`src/jtl_pkg.sv`:
```
`default_nettype none
package jtl_pkg;

	localparam logic [2:0] MODE_IDLE    = 3'd0;
	localparam logic [2:0] MODE_STRING  = 3'd1;
	localparam logic [2:0] MODE_NUMBER  = 3'd2;
	localparam logic [2:0] MODE_LITERAL = 3'd3;
	localparam logic [2:0] MODE_ERROR   = 3'd4;

	localparam logic [1:0] EV_VALUE = 2'd0;
	localparam logic [1:0] EV_TOKEN = 2'd1;
	localparam logic [1:0] EV_ERROR = 2'd2;

	localparam logic [3:0] TOK_STRING   = 4'd0;
	localparam logic [3:0] TOK_NUMBER   = 4'd1;
	localparam logic [3:0] TOK_TRUE     = 4'd2;
	localparam logic [3:0] TOK_COLON    = 4'd5;
	localparam logic [3:0] TOK_COMMA    = 4'd6;
	localparam logic [3:0] TOK_OBJ_OPEN = 4'd7;
	localparam logic [3:0] TOK_OBJ_CLOSE = 4'd8;
	localparam logic [3:0] TOK_ARR_OPEN = 4'd9;
	localparam logic [3:0] TOK_ARR_CLOSE = 4'd10;

	localparam logic [2:0] ERR_BAD_CHAR    = 3'd0;
	localparam logic [2:0] ERR_ESCAPE      = 3'd1;
	localparam logic [2:0] ERR_UNTERM_STR  = 3'd2;
	localparam logic [2:0] ERR_BAD_NUMBER  = 3'd3;
	localparam logic [2:0] ERR_BAD_LITERAL = 3'd4;

	localparam logic [1:0] LIT_TRUE  = 2'd0;
	localparam logic [1:0] LIT_FALSE = 2'd1;
	localparam logic [1:0] LIT_NULL  = 2'd2;

	localparam logic [7:0] CH_SPACE   = 8'h20;
	localparam logic [7:0] CH_TAB     = 8'h09;
	localparam logic [7:0] CH_NL      = 8'h0a;
	localparam logic [7:0] CH_QUOTE   = 8'h22;
	localparam logic [7:0] CH_BSLASH  = 8'h5c;
	localparam logic [7:0] CH_POINT   = 8'h2e;
	localparam logic [7:0] CH_MINUS   = 8'h2d;
	localparam logic [7:0] CH_COLON   = 8'h3a;
	localparam logic [7:0] CH_COMMA   = 8'h2c;
	localparam logic [7:0] CH_LBRACE  = 8'h7b;
	localparam logic [7:0] CH_RBRACE  = 8'h7d;
	localparam logic [7:0] CH_LBRACK  = 8'h5b;
	localparam logic [7:0] CH_RBRACK  = 8'h5d;
	localparam logic [7:0] CH_T       = 8'h74;
	localparam logic [7:0] CH_F       = 8'h66;
	localparam logic [7:0] CH_N       = 8'h6e;

	typedef struct packed {
		logic [2:0] mode;
		logic       seen_point;
		logic       digit_since_point;
		logic [1:0] literal_target;
		logic [2:0] literal_position;
		logic       literal_mismatch;
	} lex_state_t;

	typedef struct packed {
		logic [1:0] event_kind;
		logic [3:0] token_kind;
		logic [7:0] value_byte;
		logic [2:0] error_code;
		logic       last_of_run;
	} lex_res_t;

	localparam lex_state_t STATE_RESET = '{
		mode: MODE_IDLE, seen_point: 1'b0, digit_since_point: 1'b0,
		literal_target: LIT_TRUE, literal_position: 3'd0, literal_mismatch: 1'b0
	};

	function automatic logic [1:0] lit_clamp(input logic [1:0] target);
		return (target == 2'd3) ? LIT_TRUE : target;
	endfunction

	function automatic logic [2:0] lit_len(input logic [1:0] target);
		return (target == LIT_FALSE) ? 3'd5 : 3'd4;
	endfunction

	// character of "true", "false", "null" at a position
	function automatic logic [7:0] lit_char(input logic [1:0] target, input logic [2:0] pos);
		logic [7:0] ch;
		ch = 8'h00;
		case (target)
			LIT_FALSE: begin
				case (pos)
					3'd0: ch = "f";
					3'd1: ch = "a";
					3'd2: ch = "l";
					3'd3: ch = "s";
					3'd4: ch = "e";
					default: ch = 8'h00;
				endcase
			end
			LIT_NULL: begin
				case (pos)
					3'd0: ch = "n";
					3'd1: ch = "u";
					3'd2: ch = "l";
					3'd3: ch = "l";
					default: ch = 8'h00;
				endcase
			end
			default: begin
				case (pos)
					3'd0: ch = "t";
					3'd1: ch = "r";
					3'd2: ch = "u";
					3'd3: ch = "e";
					default: ch = 8'h00;
				endcase
			end
		endcase
		return ch;
	endfunction

endpackage
`default_nettype wire

```
`src/jtl_if.sv`:
```
`default_nettype none


interface jtl_out_if;
	logic       valid;
	logic       ready;
	logic [1:0] event_kind;
	logic [3:0] token_kind;
	logic [7:0] value_byte;
	logic [2:0] error_code;
	logic       last_of_run;

	modport source (output valid, output event_kind, output token_kind, output value_byte,
		output error_code, output last_of_run, input ready);
	modport sink   (input valid, input event_kind, input token_kind, input value_byte,
		input error_code, input last_of_run, output ready);
endinterface
`default_nettype wire

```
`src/jtl_outbuf.sv`:
```
`default_nettype none
module jtl_outbuf (
	input  wire logic                       clk,
	input  wire logic                       arst_n,
	input  wire logic                       load,
	input  wire logic [1:0]                 load_n,
	input  wire jtl_pkg::lex_res_t [1:0]    load_res,
	output logic                            free,
	jtl_out_if.source                       dst
);

	logic [1:0]        cnt_q;
	jtl_pkg::lex_res_t r0_q;
	jtl_pkg::lex_res_t r1_q;
	logic              pop;

	assign pop  = dst.valid && dst.ready;
	// room for a new pair once the last held item leaves this cycle
	assign free = (cnt_q == 2'd0) || (cnt_q == 2'd1 && dst.ready);

	always_ff @(posedge clk or negedge arst_n) begin
		if (!arst_n) begin
			cnt_q <= 2'd0;
		end else if (load) begin
			cnt_q <= load_n;
		end else if (pop) begin
			cnt_q <= cnt_q - 2'd1;
		end
	end

	always_ff @(posedge clk) begin
		if (load) begin
			r0_q <= load_res[0];
			r1_q <= load_res[1];
		end else if (pop) begin
			r0_q <= r1_q;
		end
	end

	assign dst.valid       = (cnt_q != 2'd0);
	assign dst.event_kind  = r0_q.event_kind;
	assign dst.token_kind  = r0_q.token_kind;
	assign dst.value_byte  = r0_q.value_byte;
	assign dst.error_code  = r0_q.error_code;
	assign dst.last_of_run = r0_q.last_of_run;

endmodule
`default_nettype wire

```
`src/flat_wrapper.sv`:
```
// flat-port wrapper written by rule: the top's interface ports become plain ports
module jtl_outbuf_flat 
  (clk, arst_n, load, load_n, load_res, free, dst_valid, dst_event_kind, dst_token_kind, dst_value_byte, dst_error_code, dst_last_of_run, dst_ready);
  jtl_out_if dst_i ();
  input  wire logic clk;
  input  wire logic arst_n;
  input  wire logic load;
  input  wire logic [1:0] load_n;
  input  wire jtl_pkg::lex_res_t [1:0] load_res;
  output logic free;
  output wire logic [$bits(dst_i.valid)-1:0] dst_valid;
  output wire logic [$bits(dst_i.event_kind)-1:0] dst_event_kind;
  output wire logic [$bits(dst_i.token_kind)-1:0] dst_token_kind;
  output wire logic [$bits(dst_i.value_byte)-1:0] dst_value_byte;
  output wire logic [$bits(dst_i.error_code)-1:0] dst_error_code;
  output wire logic [$bits(dst_i.last_of_run)-1:0] dst_last_of_run;
  input wire logic [$bits(dst_i.ready)-1:0] dst_ready;
  assign dst_valid = dst_i.valid;
  assign dst_event_kind = dst_i.event_kind;
  assign dst_token_kind = dst_i.token_kind;
  assign dst_value_byte = dst_i.value_byte;
  assign dst_error_code = dst_i.error_code;
  assign dst_last_of_run = dst_i.last_of_run;
  assign dst_i.ready = dst_ready;
  jtl_outbuf u_core (.clk(clk), .arst_n(arst_n), .load(load), .load_n(load_n), .load_res(load_res), .free(free), .dst(dst_i));
endmodule
```
`config.mk`:
```
export PLATFORM = sky130hd
export DESIGN_NAME = jtl_outbuf_flat
export DESIGN_NICKNAME = d
export VERILOG_FILES = /design/src/jtl_pkg.sv /design/src/jtl_if.sv /design/src/jtl_outbuf.sv /design/src/flat_wrapper.sv
export SDC_FILE = /design/constraint.sdc
export NUM_CORES = 1
export LEC_CHECK = 0
export BUFFER_PORTS_ARGS = -buffer_cell sky130_fd_sc_hd__buf_2
export CORE_ASPECT_RATIO = 1.5
export CORE_MARGIN = 3
export CORE_UTILIZATION = 35
export CTS_BUF_LIST = sky130_fd_sc_hd__clkbuf_16
export DETAILED_ROUTE_END_ITERATION = 7
export GPL_TIMING_DRIVEN = 1
export PLACE_DENSITY = 0.6
export SLEW_MARGIN = 30
export SYNTH_ARGS = -nofsm -noshare
export SYNTH_HDL_FRONTEND = slang
export SYNTH_SLANG_ARGS = --single-unit
```
`constraint.sdc`:
```
create_clock -name clk -period 4.3 [get_ports clk]
set_clock_uncertainty 0.15 [all_clocks]
set_input_delay 0.645 -clock clk [delete_from_list [all_inputs] [get_ports clk]]
set_output_delay 0.645 -clock clk [all_outputs]
set_load 0.005 [all_outputs]
```
-- After elaboration in Yosys (flattened, before gate mapping)
Cells that the tools add are included.
- input port bits: 42
- logic and storage cells: 23
- register bits: 38
- output and inout port bits: 20
- equality and inequality tests: 1
- add/subtract/negate cells: 1
- reductions and logical operators: 6
- multiplexer cells: 4
- operators by type and width (cell ; number):
    $mux W18 ; 2
    $mux W2 ; 2
    $reduce_bool A2 Y1 ; 2
    $eq A2 B1 Y1 const B ; 1
    $logic_and A1 B1 Y1 ; 2
    $logic_not A2 Y1 ; 1
    $sub A2 B1 Y2 const B ; 1
    $logic_or A1 B1 Y1 ; 1

-- Depth between registers and ports, before layout
- depth after elaboration: 4
- mapped depth: 4
- gate-level depth less buffers: 4

-- Worst setup path after synthesis
No wires, ideal clock.
- path type: in2reg
- start: in load
- end: reg u_core.r0_q (netlist bit u_core.dst.error_code[0]) (enable)
- stages: 2
- path buffers: 1
- data arrival time: 1.243 ns
- path slack: 2.611 ns
- library setup time: 0.296 ns
- cell sequence: buf_2 or2_2
- cells in the longest elaborated chain, start to end: 1
- ends and longest elaborated chain (what ; line ; text):
    start, declared ; flat_wrapper.sv:7 ; input wire logic load;
    $reduce_bool A2 Y1 (no source line) ; - ;
    end signal, assigned ; jtl_outbuf.sv:33 ; r0_q <= load_res[0];
    end signal, assigned ; jtl_outbuf.sv:36 ; r0_q <= r1_q;
    end, declared ; jtl_outbuf.sv:13 ; jtl_pkg::lex_res_t r0_q;
No other way between the ends.
A chain may end at the register's enable or synchronous reset.

-- Worst setup path after layout
- start: in load
- end: reg u_core.r0_q (netlist bit u_core.dst.last_of_run) (enable)
The elaborated chain is that of the path after synthesis.

==> impl_metrics.env <==
export IMPL_hp_class="in2reg"
export IMPL_outcome="finished, final reports clean"
export IMPL_finalCritPeriodShare_pct=47.7
export IMPL_drtPass1Iterations=3
export IMPL_synth_cells=74
export IMPL_maxCapViolCount=0
export IMPL_syn_area_um2=1450
export IMPL_die_h_um=84.8
export IMPL_dieArea_um2=4970
export IMPL_syn_nets=118
export IMPL_worstPathArrival_ns=1.83
export IMPL_antenna_found_initial=0
export IMPL_synth_distinct_cells=13
export IMPL_clk_pin_slew_ns=0.05
export IMPL_grt_max_degree=44
export IMPL_cp_required_ns=4.08
export IMPL_setup_violations=0
export IMPL_root_buffer="clkbuf_16"
export IMPL_relSlewSlack_pct=42.3
export IMPL_fillers=365
export IMPL_tritoncts="yes"
export IMPL_cp_top_family="buffers and inverters"
export IMPL_route_detailed_wl_per_inst_um=14.0
export IMPL_nets=185
export IMPL_period_needed_ns=2.05
export IMPL_totalWireLength_um=2630
export IMPL_final_cell_mix="buf_2, edfxtp_1, mux2_2"
export IMPL_synth_area_per_cell_um2=19.6
export IMPL_clk_latency_ns=0.27
export IMPL_rsz0062_at_grt="false"
export IMPL_grt_pass1_vias=928
export IMPL_yosys_register_bits=38
export IMPL_cpPeakStageDelay_ns=0.65
export IMPL_drv_slew=0
export IMPL_antenna_left=0
export IMPL_fin_ws_ns=2.25
export IMPL_dp_final_hpwl_um=1910
export IMPL_ir_worst_vdd_v=0.000373
export IMPL_tns_ns=0
export IMPL_path_max_fanout=43
export IMPL_grt_first_pass_wirelength_um=4160
export IMPL_cp_end_kind="register"
export IMPL_cts_buffers=5
export IMPL_slowest_stage="buf_2"
export IMPL_ioPinCount=62
export IMPL_core_um2=3960
export IMPL_dieWidth_um=58.6
export IMPL_grt_util_all_layers_pct=11.8
export IMPL_vias_per_cell=4.60
export IMPL_timing_fmax_ghz=0.487
export IMPL_yosys_warnings=0
export IMPL_drive_above_1_share_pct=60.6
export IMPL_power_per_cell_area_nw_per_um2=451
export IMPL_grt_overflow=0
export IMPL_final_common_cell="buf_2"
export IMPL_drc=0
export IMPL_p_leak_uw=0.000821
export IMPL_critPathKind="in2reg"
export IMPL_hold_viol=0
export IMPL_cp_start_kind="primary input"
export IMPL_area_growth_syn_to_layout_pct=34.4
export IMPL_drt_initial_drc_count=14
export IMPL_clock_sinks=38
export IMPL_post_cts_resized=0
export IMPL_worst_pin_slew_ns=0.865
export IMPL_crit_path_cell_trace="buf_2 > or2_2"
export IMPL_rows=28
export IMPL_ctsLongestPathBuffers=2
export IMPL_cts_max_level=2
export IMPL_yosysSeqAreaShare_pct=78.0
export IMPL_path_buf_inv=1
export IMPL_io_buffers=61
export IMPL_gp_congestion=0.637
export IMPL_initial_core_util_pct=36.6
export IMPL_place_ws_ns=1.93
export IMPL_via_count=860
export IMPL_antenna_cells=0
## kinds of logic after synthesis
group,count (synthesis),synth area share [%]
compound gates,2,1.12
fa+ha+maj,2,1.73
flops,38,78.0
buf+inv,5,1.47
mux,18,14.0
simple gates,9,3.71
## area by class of cell
class	instances	area, µm²	share of cell area [%]
clock buffer	5	125	6.42
clock inverter	3	12.5	0.642
inverter	3	11.3	0.578
multi-input combinational	31	298	15.3
sequential	38	1130	58.0
timing repair buffer	62	315	16.2
tap	45	56.3	2.89
## stage by stage
stage	hold slack, ns	area (µm²)	cells	util, %	total power, µW
after global placement	0.284	1800	178	45.5	550
final	0.393	1950	187	49.2	880
after detailed placement	0.288	1800	178	45.5	556
after floorplan	0.199	1450	74	-	503
after CTS	0.384	1950	187	49.2	894
after global routing	0.379	1950	187	49.2	926
## per-layer routing
layer / share of wire [%] / vias up / routed length [µm] / global-route usage, %
met5: 0 / - / 0 / 0
met4: 2.4 / 0 / 63 / 6.96
met3: 9.7 / 6 / 256 / 5.63
met2: 54 / 35 / 1430 / 20.1
met1: 33 / 404 / 877 / 11.1
li1: - / 415 / - / -
## final timing paths
path,startpoint,end,slack [ns],cells past startpoint
worst min-delay path,load_res[23],u_core.r1_q[5],0.39,1
worst max-delay path,load,u_core.dst.last_of_run,2.25,2
worst max register to register,u_core.cnt_q[0],u_core.dst.last_of_run,2.51,4
worst min register to register,u_core.r1_q[17],u_core.dst.event_kind[1],0.40,1
min in group asynchronous,arst_n,u_core.cnt_q[0],0.53,2
max in group asynchronous,arst_n,u_core.cnt_q[1],3.36,2
## report_power, final
part           leakage, µW  total [µW]  internal, µW  switching, µW
clock network    0.0000724         333           209            124
registers         0.000381         458           449           9.60
logic             0.000367        88.8          47.5           41.3
## cells in the mapped netlist (all sizes together)
cell | number | area (µm²)
edfxtp | 36 | 1080
mux2 | 18 | 203
nand2 | 4 | 15.0
inv | 3 | 11.3
buf | 2 | 10.0
dfrtp | 2 | 50.1
ha | 2 | 25.0
or4b | 2 | 20.0
nand2b | 1 | 6.26
nor2b | 1 | 6.26
o211ai | 1 | 7.51
o311ai | 1 | 8.76
or2 | 1 | 6.26
## timing repair
item | 4_1_cts | 5_1_grt
hold endpoints to repair | 2 | 0
hold buffers | 1 | 0
buffers inserted | 0 | 0
## registers in the layout, summed over array words and instances, names as in the netlist
name / flops
u_core.dst.event_kind: 2
u_core.dst.error_code: 3
u_core.dst.token_kind: 4
u_core.cnt_q: 2
u_core.dst.value_byte: 8
u_core.dst.last_of_run: 1
u_core.r1_q: 18
Power figures use the tool's default switching activity.
